### src/sv/rcpf_pkg.sv
// Shared types, constants and the CRC step for the RC channel packet framer.
// No dependencies; every other file of the block imports this package.
package rcpf_pkg;

    // Defaults for the top-level parameters
    localparam int CHANNEL_COUNT_DEF  = 16;
    localparam int PROTO_VERSION_DEF  = 1;
    localparam int THROTTLE_INDEX_DEF = 2;

    // Port widths
    localparam int IN_TDATA_W = 56;
    localparam int CFG_IDX_W  = 3;
    localparam int CHAN_IDX_W = 4;

    // Configuration register indexes
    localparam logic [CFG_IDX_W-1:0] REG_LINK_ENABLE   = 3'd0;
    localparam logic [CFG_IDX_W-1:0] REG_MAGIC_WORD    = 3'd1;
    localparam logic [CFG_IDX_W-1:0] REG_LINK_IDENT    = 3'd2;
    localparam logic [CFG_IDX_W-1:0] REG_HOLD_MS       = 3'd3;
    localparam logic [CFG_IDX_W-1:0] REG_SEND_INTERVAL = 3'd4;
    localparam logic [CFG_IDX_W-1:0] REG_STOP_BURST    = 3'd5;
    localparam logic [CFG_IDX_W-1:0] REG_MID_US        = 3'd6;
    localparam logic [CFG_IDX_W-1:0] REG_MIN_US        = 3'd7;

    // Register reset values
    localparam logic [15:0] HOLD_RESET     = 16'd500;
    localparam logic [9:0]  INTERVAL_RESET = 10'd20;
    localparam logic [15:0] STOP_RESET     = 16'd500;
    localparam logic [15:0] MID_RESET      = 16'd1500;
    localparam logic [15:0] MIN_RESET      = 16'd1000;

    // Packet layout
    localparam int          HDR_BYTES     = 18;
    localparam logic [7:0]  FLAGS_DIRECT  = 8'h03;
    localparam logic [7:0]  FLAGS_TRAINER = 8'h04;
    localparam logic [7:0]  FLAGS_IDLE    = 8'h00;
    localparam logic [15:0] CRC_INIT      = 16'hFFFF;
    localparam logic [15:0] CRC_POLY      = 16'h1021;

    typedef enum logic [1:0] {
        MODE_NONE    = 2'd0,
        MODE_DIRECT  = 2'd1,
        MODE_TRAINER = 2'd2
    } mode_t;

    typedef enum logic [2:0] {
        ST_IDLE,
        ST_APPLY,
        ST_COPY,
        ST_TICK,
        ST_SEND
    } state_t;

    // Control toward the channel/staging memories
    typedef struct packed {
        logic                  stg_we;
        logic [CHAN_IDX_W-1:0] stg_idx;
        logic [15:0]           stg_val;
        logic                  copy_start;
    } store_ctrl_t;

    // Packet launch command toward the serializer
    typedef struct packed {
        logic        start;
        mode_t       mode;
        logic [15:0] seq;
        logic [31:0] now;
    } tx_cmd_t;

    // Configuration the serializer needs while a packet is out
    typedef struct packed {
        logic [31:0] magic;
        logic [31:0] ident;
        logic [15:0] mid_us;
        logic [15:0] min_us;
    } link_cfg_t;

    // One byte of CRC-16 CCITT, MSB first, no reflection
    function automatic logic [15:0] crc16_byte(input logic [15:0] crc_in,
                                               input logic [7:0]  data);
        logic [15:0] c;
        c = crc_in ^ {data, 8'h00};
        for (int k = 0; k < 8; k++) begin
            c = c[15] ? ({c[14:0], 1'b0} ^ CRC_POLY) : {c[14:0], 1'b0};
        end
        return c;
    endfunction

endpackage

### src/sv/rc_channel_packet_framer.sv
// Top level of the RC channel packet framer: configuration registers, link
// state and the control sequencer. Depends on rcpf_pkg, rcpf_store, rcpf_tx.
//
// Frames arrive one channel element per transfer on the s_ side (s_tuser low);
// each element lands in a staging memory and the element with s_tlast high
// applies the frame. After a frame element that is not the last, s_tready
// stays high. The applying element holds s_tready low while the sequencer
// decides; when it selects a mode, also while the staging memory is copied
// into the channel memory one entry per cycle through its single read port
// (the decision, a read per entry, the last write and the return to idle).
// A tick (s_tuser high) holds s_tready low while it is qualified and, when
// it sends, until the serializer has pushed the packet one byte per cycle
// through its output register while m_tready does not stall. The next input
// transfer can be taken while the last CRC byte still waits on the m_ side.
// Packets are little endian: magic, link id, version, channel count, flags,
// reserved, sequence, time, channel words and a CRC-16 CCITT (seed 0xFFFF)
// over everything before it. No clearing pass follows reset; the channel
// memory reads as its reset values until the first applied frame has been
// copied in.
module rc_channel_packet_framer #(
    parameter int CHANNEL_COUNT  = rcpf_pkg::CHANNEL_COUNT_DEF,
    parameter int PROTO_VERSION  = rcpf_pkg::PROTO_VERSION_DEF,
    parameter int THROTTLE_INDEX = rcpf_pkg::THROTTLE_INDEX_DEF
) (
    input  logic                              clk,
    input  logic                              rst_n,
    // Input items
    input  logic                              s_tvalid,
    output logic                              s_tready,
    // [3:0] channel_index, [19:4] channel_value, [20] has_channels,
    // [21] trainer_enabled, [22] direct_enabled, [23] user_confirmed,
    // [55:24] now_ms
    input  logic [rcpf_pkg::IN_TDATA_W-1:0]   s_tdata,
    input  logic                              s_tlast,   // frame_last
    input  logic                              s_tuser,   // req_type
    // Result items
    output logic                              m_tvalid,
    input  logic                              m_tready,
    output logic [7:0]                        m_tdata,   // [7:0] packet_byte
    output logic                              m_tlast,   // byte_last
    // Configuration writes
    input  logic                              cfg_valid,
    output logic                              cfg_ready,
    input  logic [rcpf_pkg::CFG_IDX_W-1:0]    cfg_index,
    input  logic [31:0]                       cfg_data
);
    import rcpf_pkg::*;

    localparam int CIW = $clog2(CHANNEL_COUNT);

    // Configuration registers
    logic        link_enable_reg;
    logic [31:0] magic_reg;
    logic [31:0] ident_reg;
    logic [15:0] hold_reg;
    logic [9:0]  interval_reg;
    logic [15:0] stop_burst_reg;
    logic [15:0] mid_reg;
    logic [15:0] min_reg;

    // Link state
    state_t      state_reg;
    state_t      state_next;
    mode_t       link_mode_reg;
    logic        confirmed_reg;
    logic [31:0] last_frame_reg;
    logic [31:0] stop_until_reg;
    logic [31:0] next_send_reg;
    logic [15:0] seq_reg;

    // Captured item
    logic [31:0] now_reg;
    logic        has_ch_reg;
    logic        trainer_reg;
    logic        direct_reg;
    logic        confirm_in_reg;

    logic        in_xfer;
    mode_t       want_mode;
    mode_t       eff_mode;
    logic [31:0] age;
    logic [31:0] stop_diff;
    logic [31:0] send_diff;
    logic        live;
    logic        stopping;
    logic        send_ok;

    store_ctrl_t         store_ctrl;
    tx_cmd_t             tx_cmd;
    link_cfg_t           link_cfg;
    logic [CIW-1:0]      rd_addr;
    logic [15:0]         rd_word;
    logic                store_busy;
    logic                tx_busy;

    assign in_xfer   = s_tvalid && s_tready;
    assign cfg_ready = 1'b1;

    // Register file: accept a write every cycle, drop unknown indexes
    always_ff @(posedge clk or negedge rst_n)
    begin
        if (!rst_n)
        begin
            link_enable_reg <= 1'b0;
            magic_reg       <= '0;
            ident_reg       <= '0;
            hold_reg        <= HOLD_RESET;
            interval_reg    <= INTERVAL_RESET;
            stop_burst_reg  <= STOP_RESET;
            mid_reg         <= MID_RESET;
            min_reg         <= MIN_RESET;
        end
        else if (cfg_valid && cfg_ready)
        begin
            unique case (cfg_index)
                REG_LINK_ENABLE:   link_enable_reg <= cfg_data[0];
                REG_MAGIC_WORD:    magic_reg       <= cfg_data;
                REG_LINK_IDENT:    ident_reg       <= cfg_data;
                REG_HOLD_MS:       hold_reg        <= cfg_data[15:0];
                REG_SEND_INTERVAL: interval_reg    <= cfg_data[9:0];
                REG_STOP_BURST:    stop_burst_reg  <= cfg_data[15:0];
                REG_MID_US:        mid_reg         <= cfg_data[15:0];
                REG_MIN_US:        min_reg         <= cfg_data[15:0];
                default:           ;
            endcase
        end
    end

    // Mode request carried by the applying element
    always_comb
    begin
        priority if (has_ch_reg && direct_reg && confirm_in_reg)
        begin
            want_mode = MODE_DIRECT;
        end
        else if (has_ch_reg && trainer_reg && !direct_reg)
        begin
            want_mode = MODE_TRAINER;
        end
        else
        begin
            want_mode = MODE_NONE;
        end
    end

    // Tick qualification: hold age, stop burst and send spacing, wrapped time
    assign age       = now_reg - last_frame_reg;
    assign stop_diff = now_reg - stop_until_reg;
    assign send_diff = now_reg - next_send_reg;
    assign live      = (age <= {16'h0000, hold_reg});
    assign stopping  = stop_diff[31];

    always_comb
    begin
        priority if (link_mode_reg == MODE_DIRECT && confirmed_reg && live)
        begin
            eff_mode = MODE_DIRECT;
        end
        else if (link_mode_reg == MODE_TRAINER && live)
        begin
            eff_mode = MODE_TRAINER;
        end
        else
        begin
            eff_mode = MODE_NONE;
        end
    end

    assign send_ok = link_enable_reg && (eff_mode != MODE_NONE || stopping) && !send_diff[31];

    // Next state
    always_comb
    begin
        state_next = state_reg;
        unique case (state_reg)
            ST_IDLE:
            begin
                if (in_xfer)
                begin
                    priority if (s_tuser)
                    begin
                        state_next = ST_TICK;
                    end
                    else if (s_tlast)
                    begin
                        state_next = ST_APPLY;
                    end
                    else
                    begin
                        state_next = ST_IDLE;
                    end
                end
            end
            ST_APPLY:
            begin
                state_next = (want_mode == MODE_NONE) ? ST_IDLE : ST_COPY;
            end
            ST_COPY:
            begin
                if (!store_busy)
                begin
                    state_next = ST_IDLE;
                end
            end
            ST_TICK:
            begin
                state_next = send_ok ? ST_SEND : ST_IDLE;
            end
            ST_SEND:
            begin
                if (!tx_busy)
                begin
                    state_next = ST_IDLE;
                end
            end
            default:
            begin
                state_next = ST_IDLE;
            end
        endcase
    end

    // Sequencer outputs
    always_comb
    begin
        s_tready              = (state_reg == ST_IDLE);
        store_ctrl.stg_we     = (state_reg == ST_IDLE) && s_tvalid && !s_tuser;
        store_ctrl.stg_idx    = s_tdata[3:0];
        store_ctrl.stg_val    = s_tdata[19:4];
        store_ctrl.copy_start = (state_reg == ST_APPLY) && (want_mode != MODE_NONE);
        tx_cmd.start          = (state_reg == ST_TICK) && send_ok;
        tx_cmd.mode           = eff_mode;
        tx_cmd.seq            = seq_reg;
        tx_cmd.now            = now_reg;
    end

    assign link_cfg.magic  = magic_reg;
    assign link_cfg.ident  = ident_reg;
    assign link_cfg.mid_us = mid_reg;
    assign link_cfg.min_us = min_reg;

    // Link state updates
    always_ff @(posedge clk or negedge rst_n)
    begin
        if (!rst_n)
        begin
            state_reg      <= ST_IDLE;
            link_mode_reg  <= MODE_NONE;
            confirmed_reg  <= 1'b0;
            last_frame_reg <= '0;
            stop_until_reg <= '0;
            next_send_reg  <= '0;
            seq_reg        <= '0;
        end
        else
        begin
            state_reg <= state_next;
            if (state_reg == ST_APPLY)
            begin
                if (want_mode == MODE_NONE)
                begin
                    // Start the idle burst only when a mode actually drops
                    if (link_mode_reg != MODE_NONE)
                    begin
                        stop_until_reg <= now_reg + {16'h0000, stop_burst_reg};
                    end
                    link_mode_reg <= MODE_NONE;
                    confirmed_reg <= 1'b0;
                end
                else
                begin
                    link_mode_reg  <= want_mode;
                    confirmed_reg  <= (want_mode == MODE_DIRECT);
                    last_frame_reg <= now_reg;
                end
            end
            if (tx_cmd.start)
            begin
                next_send_reg <= now_reg + {22'h000000, interval_reg};
                seq_reg       <= seq_reg + 16'd1;
            end
        end
    end

    // Capture the accepted item
    always_ff @(posedge clk)
    begin
        if (in_xfer)
        begin
            has_ch_reg     <= s_tdata[20];
            trainer_reg    <= s_tdata[21];
            direct_reg     <= s_tdata[22];
            confirm_in_reg <= s_tdata[23];
            now_reg        <= s_tdata[55:24];
        end
    end

    rcpf_store #(
        .CHANNEL_COUNT  (CHANNEL_COUNT),
        .THROTTLE_INDEX (THROTTLE_INDEX)
    ) u_store (
        .clk     (clk),
        .rst_n   (rst_n),
        .ctrl    (store_ctrl),
        .rd_addr (rd_addr),
        .rd_word (rd_word),
        .busy    (store_busy)
    );

    rcpf_tx #(
        .CHANNEL_COUNT  (CHANNEL_COUNT),
        .PROTO_VERSION  (PROTO_VERSION),
        .THROTTLE_INDEX (THROTTLE_INDEX)
    ) u_tx (
        .clk      (clk),
        .rst_n    (rst_n),
        .cmd      (tx_cmd),
        .cfg      (link_cfg),
        .rd_addr  (rd_addr),
        .rd_word  (rd_word),
        .busy     (tx_busy),
        .m_tvalid (m_tvalid),
        .m_tready (m_tready),
        .m_tdata  (m_tdata),
        .m_tlast  (m_tlast)
    );

`ifndef NO_ASSERTIONS
    a_seq_step: assert property (@(posedge clk) disable iff (!rst_n)
        tx_cmd.start |=> seq_reg == $past(seq_reg) + 16'd1)
        else $error("sequence number did not advance on a sent packet");
    a_send_enabled: assert property (@(posedge clk) disable iff (!rst_n)
        tx_cmd.start |-> link_enable_reg)
        else $error("packet launched with the link disabled");
    a_copy_mode: assert property (@(posedge clk) disable iff (!rst_n)
        store_ctrl.copy_start |=> link_mode_reg != MODE_NONE)
        else $error("channel copy without a live mode");
    a_send_no_copy: assert property (@(posedge clk) disable iff (!rst_n)
        state_reg == ST_SEND |-> !store_busy)
        else $error("packet serialized while channel copy is running");
`endif

endmodule

### src/sv/rcpf_store.sv
// Channel and staging memories with the frame copy sequencer.
// Depends on rcpf_pkg.
module rcpf_store #(
    parameter int CHANNEL_COUNT  = rcpf_pkg::CHANNEL_COUNT_DEF,
    parameter int THROTTLE_INDEX = rcpf_pkg::THROTTLE_INDEX_DEF
) (
    input  logic                               clk,
    input  logic                               rst_n,
    input  rcpf_pkg::store_ctrl_t              ctrl,
    input  logic [$clog2(CHANNEL_COUNT)-1:0]   rd_addr,
    output logic [15:0]                        rd_word,
    output logic                               busy
);
    import rcpf_pkg::*;

    localparam int CIW = $clog2(CHANNEL_COUNT);

    logic [15:0]    stg_mem [CHANNEL_COUNT];
    logic [15:0]    chan_mem [CHANNEL_COUNT];

    logic           copy_act_reg;
    logic [CIW-1:0] copy_cnt_reg;
    logic           wr_pend_reg;
    logic [CIW-1:0] wr_addr_reg;
    logic           chan_init_reg;
    logic [15:0]    stg_q_reg;
    logic [15:0]    chan_q_reg;
    logic [CIW-1:0] rd_idx_reg;
    logic           stg_idx_ok;
    logic [15:0]    rst_word;

    assign stg_idx_ok = ({1'b0, ctrl.stg_idx} < 5'(CHANNEL_COUNT));
    assign busy       = copy_act_reg | wr_pend_reg;

    // Staging memory: element writes, copy reads
    always_ff @(posedge clk)
    begin
        if (ctrl.stg_we && stg_idx_ok)
        begin
            stg_mem[ctrl.stg_idx[CIW-1:0]] <= ctrl.stg_val;
        end
        stg_q_reg <= stg_mem[copy_cnt_reg];
    end

    // Channel memory: copy writes, serializer reads
    always_ff @(posedge clk)
    begin
        if (wr_pend_reg)
        begin
            chan_mem[wr_addr_reg] <= stg_q_reg;
        end
        chan_q_reg <= chan_mem[rd_addr];
        rd_idx_reg <= rd_addr;
    end

    always_ff @(posedge clk or negedge rst_n)
    begin
        if (!rst_n)
        begin
            copy_act_reg  <= 1'b0;
            copy_cnt_reg  <= '0;
            wr_pend_reg   <= 1'b0;
            wr_addr_reg   <= '0;
            chan_init_reg <= 1'b0;
        end
        else
        begin
            wr_pend_reg <= copy_act_reg;
            wr_addr_reg <= copy_cnt_reg;
            if (ctrl.copy_start)
            begin
                copy_act_reg <= 1'b1;
                copy_cnt_reg <= '0;
            end
            else if (copy_act_reg)
            begin
                if (copy_cnt_reg == CIW'(CHANNEL_COUNT - 1))
                begin
                    copy_act_reg <= 1'b0;
                end
                else
                begin
                    copy_cnt_reg <= copy_cnt_reg + 1'b1;
                end
            end
            // Last copy write done: the memory now holds every entry
            if (wr_pend_reg && !copy_act_reg)
            begin
                chan_init_reg <= 1'b1;
            end
        end
    end

    // Until the first copy, entries read as their reset values
    assign rst_word = (5'(rd_idx_reg) == 5'(THROTTLE_INDEX)) ? MIN_RESET : MID_RESET;
    assign rd_word  = chan_init_reg ? chan_q_reg : rst_word;

`ifndef NO_ASSERTIONS
    a_no_restart: assert property (@(posedge clk) disable iff (!rst_n)
        ctrl.copy_start |-> !busy)
        else $error("copy started while a copy was running");
    a_init_sticky: assert property (@(posedge clk) disable iff (!rst_n)
        chan_init_reg |=> chan_init_reg)
        else $error("channel memory init flag dropped");
    a_wr_follows_rd: assert property (@(posedge clk) disable iff (!rst_n)
        copy_act_reg && !ctrl.copy_start |=> wr_pend_reg && wr_addr_reg == $past(copy_cnt_reg))
        else $error("copy write does not follow its staging read");
`endif

endmodule

### src/sv/rcpf_tx.sv
// Packet serializer: header, channel words, running CRC and output register.
// Depends on rcpf_pkg; reads channel words from rcpf_store.
module rcpf_tx #(
    parameter int CHANNEL_COUNT  = rcpf_pkg::CHANNEL_COUNT_DEF,
    parameter int PROTO_VERSION  = rcpf_pkg::PROTO_VERSION_DEF,
    parameter int THROTTLE_INDEX = rcpf_pkg::THROTTLE_INDEX_DEF
) (
    input  logic                               clk,
    input  logic                               rst_n,
    input  rcpf_pkg::tx_cmd_t                  cmd,
    input  rcpf_pkg::link_cfg_t                cfg,
    output logic [$clog2(CHANNEL_COUNT)-1:0]   rd_addr,
    input  logic [15:0]                        rd_word,
    output logic                               busy,
    output logic                               m_tvalid,
    input  logic                               m_tready,
    output logic [7:0]                         m_tdata,   // [7:0] packet_byte
    output logic                               m_tlast    // byte_last
);
    import rcpf_pkg::*;

    localparam int PKT_LEN = HDR_BYTES + 2 * CHANNEL_COUNT + 2;
    localparam int CNTW    = $clog2(PKT_LEN);
    localparam int CIW     = $clog2(CHANNEL_COUNT);
    localparam int CRC_LO  = PKT_LEN - 2;
    localparam int CHAN_END = HDR_BYTES + 2 * CHANNEL_COUNT;

    logic            gen_act_reg;
    logic [CNTW-1:0] cnt_reg;
    logic [15:0]     crc_reg;
    mode_t           mode_reg;
    logic [15:0]     seq_reg;
    logic [31:0]     now_reg;
    logic            out_valid_reg;
    logic [7:0]      out_data_reg;
    logic            out_last_reg;

    logic            load;
    logic [CNTW-1:0] cnt_next;
    logic [CNTW-1:0] nxt_ofs;
    logic [CNTW-1:0] cur_ofs;
    logic [CIW-1:0]  cur_idx;
    logic [7:0]      flags;
    logic [143:0]    hdr_vec;
    logic [4:0]      hdr_sel;
    logic [15:0]     word;
    logic [7:0]      pkt_byte;
    logic            is_last;

    assign load    = gen_act_reg && (!out_valid_reg || m_tready);
    assign is_last = (cnt_reg == CNTW'(PKT_LEN - 1));
    assign busy    = gen_act_reg;

    always_comb
    begin
        if (cmd.start)
        begin
            cnt_next = '0;
        end
        else if (load)
        begin
            cnt_next = CNTW'(cnt_reg + 1'b1);
        end
        else
        begin
            cnt_next = cnt_reg;
        end
    end

    // Address the channel memory in the cycle before the byte that needs it
    assign nxt_ofs = cnt_next - CNTW'(HDR_BYTES);
    assign rd_addr = (cnt_next >= CNTW'(HDR_BYTES) && cnt_next < CNTW'(CHAN_END))
                   ? nxt_ofs[CIW:1] : '0;

    always_comb
    begin
        unique case (mode_reg)
            MODE_DIRECT:  flags = FLAGS_DIRECT;
            MODE_TRAINER: flags = FLAGS_TRAINER;
            default:      flags = FLAGS_IDLE;
        endcase
    end

    assign hdr_vec = {now_reg, seq_reg, 8'h00, flags, 8'(CHANNEL_COUNT),
                      8'(PROTO_VERSION), cfg.ident, cfg.magic};
    assign hdr_sel = (cnt_reg < CNTW'(HDR_BYTES)) ? cnt_reg[4:0] : 5'd0;

    assign cur_ofs = cnt_reg - CNTW'(HDR_BYTES);
    assign cur_idx = cur_ofs[CIW:1];

    always_comb
    begin
        if (mode_reg != MODE_NONE)
        begin
            word = rd_word;
        end
        else if (5'(cur_idx) == 5'(THROTTLE_INDEX))
        begin
            word = cfg.min_us;
        end
        else
        begin
            word = cfg.mid_us;
        end
    end

    always_comb
    begin
        priority if (cnt_reg < CNTW'(HDR_BYTES))
        begin
            pkt_byte = hdr_vec[{hdr_sel, 3'b000} +: 8];
        end
        else if (cnt_reg < CNTW'(CRC_LO))
        begin
            pkt_byte = cur_ofs[0] ? word[15:8] : word[7:0];
        end
        else if (cnt_reg == CNTW'(CRC_LO))
        begin
            pkt_byte = crc_reg[7:0];
        end
        else
        begin
            pkt_byte = crc_reg[15:8];
        end
    end

    always_ff @(posedge clk or negedge rst_n)
    begin
        if (!rst_n)
        begin
            gen_act_reg   <= 1'b0;
            cnt_reg       <= '0;
            crc_reg       <= CRC_INIT;
            mode_reg      <= MODE_NONE;
            out_valid_reg <= 1'b0;
            out_last_reg  <= 1'b0;
        end
        else
        begin
            cnt_reg <= cnt_next;
            if (cmd.start)
            begin
                gen_act_reg <= 1'b1;
                crc_reg     <= CRC_INIT;
                mode_reg    <= cmd.mode;
            end
            else if (load)
            begin
                if (is_last)
                begin
                    gen_act_reg <= 1'b0;
                end
                if (cnt_reg < CNTW'(CRC_LO))
                begin
                    crc_reg <= crc16_byte(crc_reg, pkt_byte);
                end
            end
            if (load)
            begin
                out_valid_reg <= 1'b1;
                out_last_reg  <= is_last;
            end
            else if (m_tready)
            begin
                out_valid_reg <= 1'b0;
            end
        end
    end

    always_ff @(posedge clk)
    begin
        if (cmd.start)
        begin
            seq_reg <= cmd.seq;
            now_reg <= cmd.now;
        end
        if (load)
        begin
            out_data_reg <= pkt_byte;
        end
    end

    assign m_tvalid = out_valid_reg;
    assign m_tdata  = out_data_reg;
    assign m_tlast  = out_last_reg;

`ifndef NO_ASSERTIONS
    a_start_idle: assert property (@(posedge clk) disable iff (!rst_n)
        cmd.start |-> !gen_act_reg)
        else $error("packet launched while a packet is in progress");
    a_cnt_range: assert property (@(posedge clk) disable iff (!rst_n)
        gen_act_reg |-> cnt_reg < CNTW'(PKT_LEN))
        else $error("byte counter past packet end");
    a_last_ends: assert property (@(posedge clk) disable iff (!rst_n)
        load && is_last |=> !gen_act_reg && m_tvalid && m_tlast)
        else $error("final byte did not close the packet");
    a_start_clean: assert property (@(posedge clk) disable iff (!rst_n)
        cmd.start |=> cnt_reg == '0 && crc_reg == CRC_INIT)
        else $error("packet did not start at byte zero with fresh CRC");
`endif

endmodule
### config.mk
export PLATFORM = sky130hd
export DESIGN_NAME = rc_channel_packet_framer
export DESIGN_NICKNAME = d
export VERILOG_FILES = /design/src/sv/rcpf_pkg.sv /design/src/sv/rc_channel_packet_framer.sv /design/src/sv/rcpf_store.sv /design/src/sv/rcpf_tx.sv
export SDC_FILE = /design/constraint.sdc
export NUM_CORES = 1
export LEC_CHECK = 0
export BUFFER_PORTS_ARGS = -buffer_cell sky130_fd_sc_hd__buf_2
export CAP_MARGIN = 20
export CORE_MARGIN = 2
export CORE_UTILIZATION = 30
export DETAILED_ROUTE_END_ITERATION = 8
export GPL_ROUTABILITY_DRIVEN = 0
export PLACE_DENSITY_LB_ADDON = 0.25
export REMOVE_ABC_BUFFERS = 1
export SKIP_CTS_REPAIR_TIMING = 1
export SYNTH_ARGS = -nofsm -noshare
export SYNTH_HDL_FRONTEND = slang
export SYNTH_HIERARCHICAL = 1
export SYNTH_SLANG_ARGS = --single-unit
### constraint.sdc
create_clock -name clk -period 12 [get_ports clk]
set_input_delay 0 -clock clk [delete_from_list [all_inputs] [get_ports clk]]
set_output_delay 0 -clock clk [all_outputs]
set_load 0.01 [all_outputs]
==> results.py, run 1 <==
metrics = {
    "outcome": {
        "outcome": "complete, no violations",
    },
    "setup_path": {
        "r2r_slack_ps": 2970,
        "cp.required_ps": 12570,
        "critPathMaxFanout": 41,
        "cp.arrival_ps": 9600,
        "path_class": "reg -> reg",
        "cp_slowest_cell": "nor2_4",
        "critPathMaxStageDelay_ps": 800,
        "path_buf_inv": 1,
        "cp-end-kind": "flip-flop",
        "startpoint_type": "flip-flop",
        "critPathTopFamily": "compound AO/OA/AOI/OAI gates",
        "path_common_cell": "a21oi_1",
    },
    "flow_run": {
        "cap_violations": 0,
    },
    "hold_path": {
        "hold_path.class": "in -> reg",
    },
    "final_layout": {
        "final_common_cell": "edfxtp_1",
        "nFillCells": 13600,
        "mostFrequentLayoutCells": "edfxtp_1, dfrtp_1, nand2_1",
        "drive_gt1_frac": 0.204,
        "final_nets": 3560,
        "syn2layout_area_growth_pct": 17.8,
    },
    "floorplanning": {
        "rows": 138,
        "die_area_um2": 145000,
        "initial_core_util": 0.302,
        "fp.dieH_um": 381,
        "dieWidth_um": 381,
        "core_area_um2": 141000,
        "ios": 110,
    },
    "power_and_ir_drop": {
        "vdd.ir_drop.worst_v": 0.000305,
        "cellPowerDensity_nw_per_um2": 253,
        "power.leakage_nw": 18.7,
        "total_power_mw": 12.7,
    },
    "timing": {
        "post-route-period-util": 0.752,
        "hold_viol": 0,
        "tightest_slew_ps": 1220,
        "period_needed_ps": 9030,
        "relSlewSlack": 0.177,
        "setup_viol": 0,
        "max_freq_ghz": 0.111,
        "setup_ws_ps": 2970,
        "finalMaxSlewViolations": 0,
        "grt_setup_unrepaired": "false",
        "fin_skew_ps": 72.9,
    },
    "place": {
        "port_buffers": 108,
        "dp_slack_ps": 2900,
        "dp_hpwl_um": 75800,
    },
    "clock_tree": {
        "cts_tree": "built",
        "h-tree-depth": 3,
        "clock-sinks": 934,
        "insertion_delay_ps": 760,
        "clockBufferDepth": 3,
        "numCtsBuffers": 98,
        "cts_root_buf": "clkbuf_16",
        "cts.clk_slew.worst_paths_ps": 60,
    },
    "logic_synthesis": {
        "ys_async_sr_fraction": 0.315,
        "synthFlopType": "edfxtp_1",
        "synth_largest_area_cell": "edfxtp_1",
        "synth.distinct_cells": 100,
        "syn_area_um2": 42700,
        "ys_warn_count": 6,
        "yosys-top-cells-area": "edfxtp_1, dfrtp_1, mux4_2",
        "synth.avg_cell_area_um2": 14.0,
        "synth_top_cell_area_share": 0.425,
        "synth-edff-count": 604,
        "syn_inst": 3045,
        "ys_ff_latch": 934,
        "synth_seq_area_share": 0.615,
    },
    "routing": {
        "wl_per_cell_um": 22.1,
        "via_per_inst": 5.01,
        "drc": 0,
        "num_vias": 26500,
        "routed_wl_um": 117000,
        "dr.pass1.iters": 7,
        "drt_iter0_drc": 2183,
        "ant_nets": 0,
    },
    "global_routing": {
        "grt_max_degree": 137,
        "grt_pass1_wl_um": 173000,
        "antenna_found_initial": 4,
        "overflow": 0,
        "grt_usage": 0.158,
        "grt_pass1_vias": 26000,
    },
}
## metrics by stage
| stage | util | instance area, um^2 | hold slack, ps | instances | TNS [ps] |
|---|---|---|---|---|---|
| detailed placement | 0.323 | 45700 | 108 | 4987 | 0 |
| global placement | 0.323 | 45700 | 117 | 4987 | 0 |
| CTS | 0.347 | 49000 | -676 | 5170 | 0 |
| global route | 0.356 | 50300 | 4.29 | 5296 | 0 |
| floorplan | - | 42000 | -296 | 2911 | -35370 |
| finish | 0.356 | 50300 | 35.1 | 5297 | 0 |
## worst register-to-register path, stage by stage, from the launching register on
cell,delay [ps]
edfxtp_1,500
ha_1,310
nor2b_1,140
o31a_1,290
o31a_1,350
a21oi_1,300
o21bai_1,160
a31oi_1,220
xnor2_1,90
ha_1,300
nand4_1,130
nor4_1,350
or3_1,150
a21oi_1,40
or4_1,490
a2111oi_2,290
nand4_1,140
nand4b_4,220
o41ai_4,790
a21oi_1,290
o31ai_1,400
xor2_1,240
nor2_4,800
buf_4,760
mux4_1,670
mux4_2,460
## report_power, final
part	internal [mW]	leakage, nW	switching (mW)
sequential	4.21	9.38	0.479
clock	1.78	1.61	1.33
combinational	2.20	7.68	2.74
total	8.19	18.7	4.55
## per-layer routing
layer	vias up	GRT usage	wire length (um)
met1	13600	0.229	55200
met4	0	0.0403	2760
li1	12100	-	-
met5	-	0	0
met3	159	0.0291	6210
met2	680	0.242	52800
## cells in the mapped netlist, types with 7 or more instances
library cell / instances
mux2_2: 148
nor3b_1: 15
nor3_1: 41
mux2i_1: 106
dfrtp_1: 251
nand2b_1: 33
a21o_1: 42
ha_1: 137
or2_2: 8
mux4_2: 92
a31oi_1: 12
clkbuf_1: 60
a22oi_1: 17
o211ai_1: 13
o21a_1: 13
dfxtp_1: 36
a221oi_1: 35
buf_2: 46
o31ai_1: 14
a211oi_1: 12
o21bai_1: 7
a21oi_1: 129
dfstp_2: 43
buf_6: 7
edfxtp_1: 604
and3_1: 20
nand3_1: 41
xor2_1: 33
xnor2_1: 83
nor2_1: 154
inv_1: 152
buf_4: 16
nand2_1: 208
o21ai_1: 10
or3_1: 7
o21ai_0: 153
nor2b_1: 15
mux4_1: 30
and2_1: 16
nand4_1: 45
## area by class of cell
class,count,area [um^2],share of cell area
Antenna cell,2,5.00,0.0000995
Multi-Input combinational cell,1820,15300,0.304
Inverter,157,589,0.0117
Clock inverter,52,644,0.0128
Sequential cell,934,26300,0.522
Tap cell,1890,2360,0.0470
Timing Repair Buffer,311,2430,0.0482
Clock buffer,131,2690,0.0534
## worst paths after layout
| path | startpoint | to | depth (start not counted) |
|---|---|---|---|
| max reg2reg | now_reg[1]$_DFFE_PP_ | u_store/chan_q_reg[12]$_DFF_P_ | 25 |
| max | now_reg[1]$_DFFE_PP_ | u_store/chan_q_reg[12]$_DFF_P_ | 25 |
| min reg2reg | seq_reg[15]$_DFFE_PN0P_ | seq_reg[15]$_DFFE_PN0P_ | 1 |
| max in group asynchronous | rst_n | u_store/copy_cnt_reg[0]$_DFFE_PN0P_ | 4 |
| min in group asynchronous | rst_n | ident_reg[20]$_DFFE_PN0P_ | 3 |
| min | s_tdata[53] | now_reg[29]$_DFFE_PP_ | 2 |
## cells by family after synthesis
group / synth area share
AOI/OAI and AO/OA: 0.0824
xor gates and xnor gates: 0.0276
adders and majority gates: 0.0416
buffers and inverters: 0.0297
DFF: 0.615
muxes: 0.131
other: 0.0000878
and+or+nand+nor: 0.0720
No activity file was read; power rests on OpenSTA's default activity.
==> run 2: changes to the inputs <==
Settings changed: ABC_AREA set to 1.
Clock period 12 ns to 9.5 ns, I/O delays scaled along.
==> run 2 against run 1 <==
Against the previous run:
- the run now ends with hold timing left
- via count grew 29%
- clock power grew 34%
- combinational power grew 64%
- clock skew shrank 9.0 ps
- area after synthesis grew 6.4%
- cell area grew 5.3%
- largest power group unchanged
- routed wire length grew 14%
- first-iteration DRC count grew 27%
- global-route usage grew 1.4 points
- worst hold slack lost 37 ps
- non-clock buffer count shrank 28
- sequential share of layout area shrank 2.6 points
==> results.py, run 2 <==
metrics = {
    "outcome": {
        "outcome": "finished with violations",
        "violations": "hold timing",
    },
    "logic_synthesis": {
        "synth_top_cell_area_share": 0.399,
        "synth-edff-count": 604,
        "yosys-top-cells-count": "nand2_1, inv_1, edfxtp_1, nand3_1, nor2_1",
        "synth_largest_area_cell": "edfxtp_1",
        "synth.avg_cell_area_um2": 9.07,
        "yosys-top-cells-area": "edfxtp_1, dfrtp_1, nand2_1",
        "syn_area_um2": 45400,
        "ys_async_sr_fraction": 0.315,
        "synth_most_common_cell": "nand2_1",
        "synth.distinct_cells": 56,
        "synth_seq_area_share": 0.578,
        "syn_inst": 5008,
        "ys_warn_count": 6,
        "synthFlopType": "edfxtp_1",
        "ys_ff_latch": 934,
    },
    "setup_path": {
        "crit-reg2reg-capture": "u_store/chan_q_reg[12]$_DFF_P_",
        "r2r_slack_ps": 2920,
        "r2r_cells": 39,
        "cp-end-kind": "flip-flop",
        "path_class": "reg -> reg",
        "critPathMaxFanout": 64,
        "cp.required_ps": 10120,
        "path_common_cell": "nand2_1",
        "critPathMaxStageDelay_ps": 540,
        "r2r_start": "now_reg[1]$_DFFE_PP_",
        "cp.arrival_ps": 7200,
        "startpoint_type": "flip-flop",
        "cp_slowest_cell": "edfxtp_1",
    },
    "routing": {
        "wl_per_cell_um": 18.2,
        "drc": 0,
        "via_per_inst": 4.68,
        "ant_nets": 0,
        "num_vias": 34200,
        "drt_iter0_drc": 2778,
        "routed_wl_um": 133000,
        "dr.pass1.iters": 5,
    },
    "timing": {
        "setup_viol": 0,
        "hold_viol": 3,
        "relSlewSlack": 0.205,
        "tightest_slew_ps": 1180,
        "period_needed_ps": 6580,
        "fin_skew_ps": 63.9,
        "timing.hold.ws_ps": -1.40,
        "setup_ws_ps": 2920,
        "post-route-period-util": 0.693,
        "grt_setup_unrepaired": "false",
        "max_freq_ghz": 0.152,
        "finalMaxSlewViolations": 0,
    },
    "hold_path": {
        "holdPathEnd": "u_store/stg_mem[11][1]$_DFFE_PP_",
        "hold_path.class": "in -> reg",
        "whs_path_depth": 3,
        "min_from": "s_tdata[3]",
    },
    "final_layout": {
        "syn2layout_area_growth_pct": 16.6,
        "nFillCells": 15300,
        "mostFrequentLayoutCells": "nand2_1, inv_1, edfxtp_1",
        "multiInputGateArea_um2": 15800,
        "final_common_cell": "nand2_1",
        "fin_cells": 7312,
        "final_nets": 5439,
        "drive_gt1_frac": 0.0939,
        "final-seq-area_um2": 26300,
    },
    "floorplanning": {
        "initial_core_util": 0.303,
        "die_area_um2": 155000,
        "fp.dieH_um": 393,
        "rows": 142,
        "ios": 110,
        "dieWidth_um": 393,
        "core_area_um2": 150000,
    },
    "clock_tree": {
        "cts_tree": "built",
        "clockBufferDepth": 3,
        "clock-sinks": 934,
        "numCtsBuffers": 102,
        "cts_root_buf": "clkbuf_16",
        "insertion_delay_ps": 740,
        "h-tree-depth": 3,
        "cts.clk_slew.worst_paths_ps": 60,
    },
    "place": {
        "placed_cells": 7004,
        "dp_slack_ps": 2300,
        "dp_hpwl_um": 84500,
        "port_buffers": 108,
    },
    "global_routing": {
        "overflow": 0,
        "grt_pass1_wl_um": 202000,
        "grt_usage": 0.172,
        "grt_pass1_vias": 32600,
        "grt_max_degree": 140,
        "antenna_found_initial": 10,
    },
    "flow_run": {
        "cap_violations": 0,
    },
    "power_and_ir_drop": {
        "power.leakage_nw": 23.1,
        "cellPowerDensity_nw_per_um2": 344,
        "vdd.ir_drop.worst_v": 0.000287,
    },
}
-- run 2: logic make-up after synthesis --
family,count (synthesis),share of synthesized area
fa+ha+maj,140,0.0390
simple gates,2411,0.221
compound gates,570,0.0679
other cells,1,0.0000825
flops,934,0.578
xor+xnor,78,0.0150
mux,1,0.000220
buf+inv,873,0.0783
-- run 2: area by class of cell --
cell class / instances / share of cell area
Clock inverter: 61 / 0.0141
Timing Repair Buffer: 283 / 0.0421
Sequential cell: 934 / 0.496
Inverter: 679 / 0.0482
Antenna cell: 5 / 0.000236
Multi-Input combinational cell: 3201 / 0.298
Clock buffer: 133 / 0.0535
Tap cell: 2016 / 0.0476
-- run 2: how the worst max path moves through the flow --
stage / to / from / depth (start not counted) / slack [ps]
after CTS: u_store/chan_q_reg[5]$_DFF_P_ / now_reg[1]$_DFFE_PP_ / 40 / 2290
after floorplan: u_store/chan_q_reg[0]$_DFF_P_ / now_reg[10]$_DFFE_PP_ / 25 / -4820
after detailed placement: u_store/chan_q_reg[5]$_DFF_P_ / now_reg[1]$_DFFE_PP_ / 40 / 2300
after global routing: u_store/chan_q_reg[5]$_DFF_P_ / now_reg[0]$_DFFE_PP_ / 40 / 2340
final: u_store/chan_q_reg[12]$_DFF_P_ / now_reg[1]$_DFFE_PP_ / 39 / 2920
after global placement: u_store/chan_q_reg[8]$_DFF_P_ / now_reg[1]$_DFFE_PP_ / 40 / 2410
-- run 2: critical path, delay by kind of cell (launching register included) --
| kind | cells | cell delay (ps) |
|---|---|---|
| buf+inv | 7 | 1710 |
| fa+ha+maj | 2 | 630 |
| simple gates | 27 | 2910 |
| compound gates | 1 | 160 |
| xor+xnor | 2 | 420 |
| flops | 1 | 540 |
-- run 2: routing by layer --
metal | GRT usage | wire [um]
met2 | 0.266 | 58900
met4 | 0.0483 | 2800
met1 | 0.250 | 64700
met3 | 0.0231 | 6520
met5 | 0 | 13
-- run 2: where the power goes --
part,internal (mW),switching (mW)
Combinational,2.52,5.59
Sequential,5.33,0.604
Clock,2.43,1.76
Total,10.3,7.95
-- run 2: stage by stage --
| step | hold WS, ps | util | TNS [ps] | instance area (um^2) | power, mW |
|---|---|---|---|---|---|
| floorplan | -296 | - | -78020 | 44400 | 11.3 |
| global placement | 113 | 0.321 | 0 | 48200 | 14.0 |
| detailed placement | 112 | 0.321 | 0 | 48200 | 14.0 |
| CTS | -683 | 0.345 | 0 | 51800 | 18.3 |
| global route | 1.37 | 0.353 | 0 | 53000 | 19.7 |
| finish | -1.40 | 0.353 | 0 | 53000 | 18.2 |
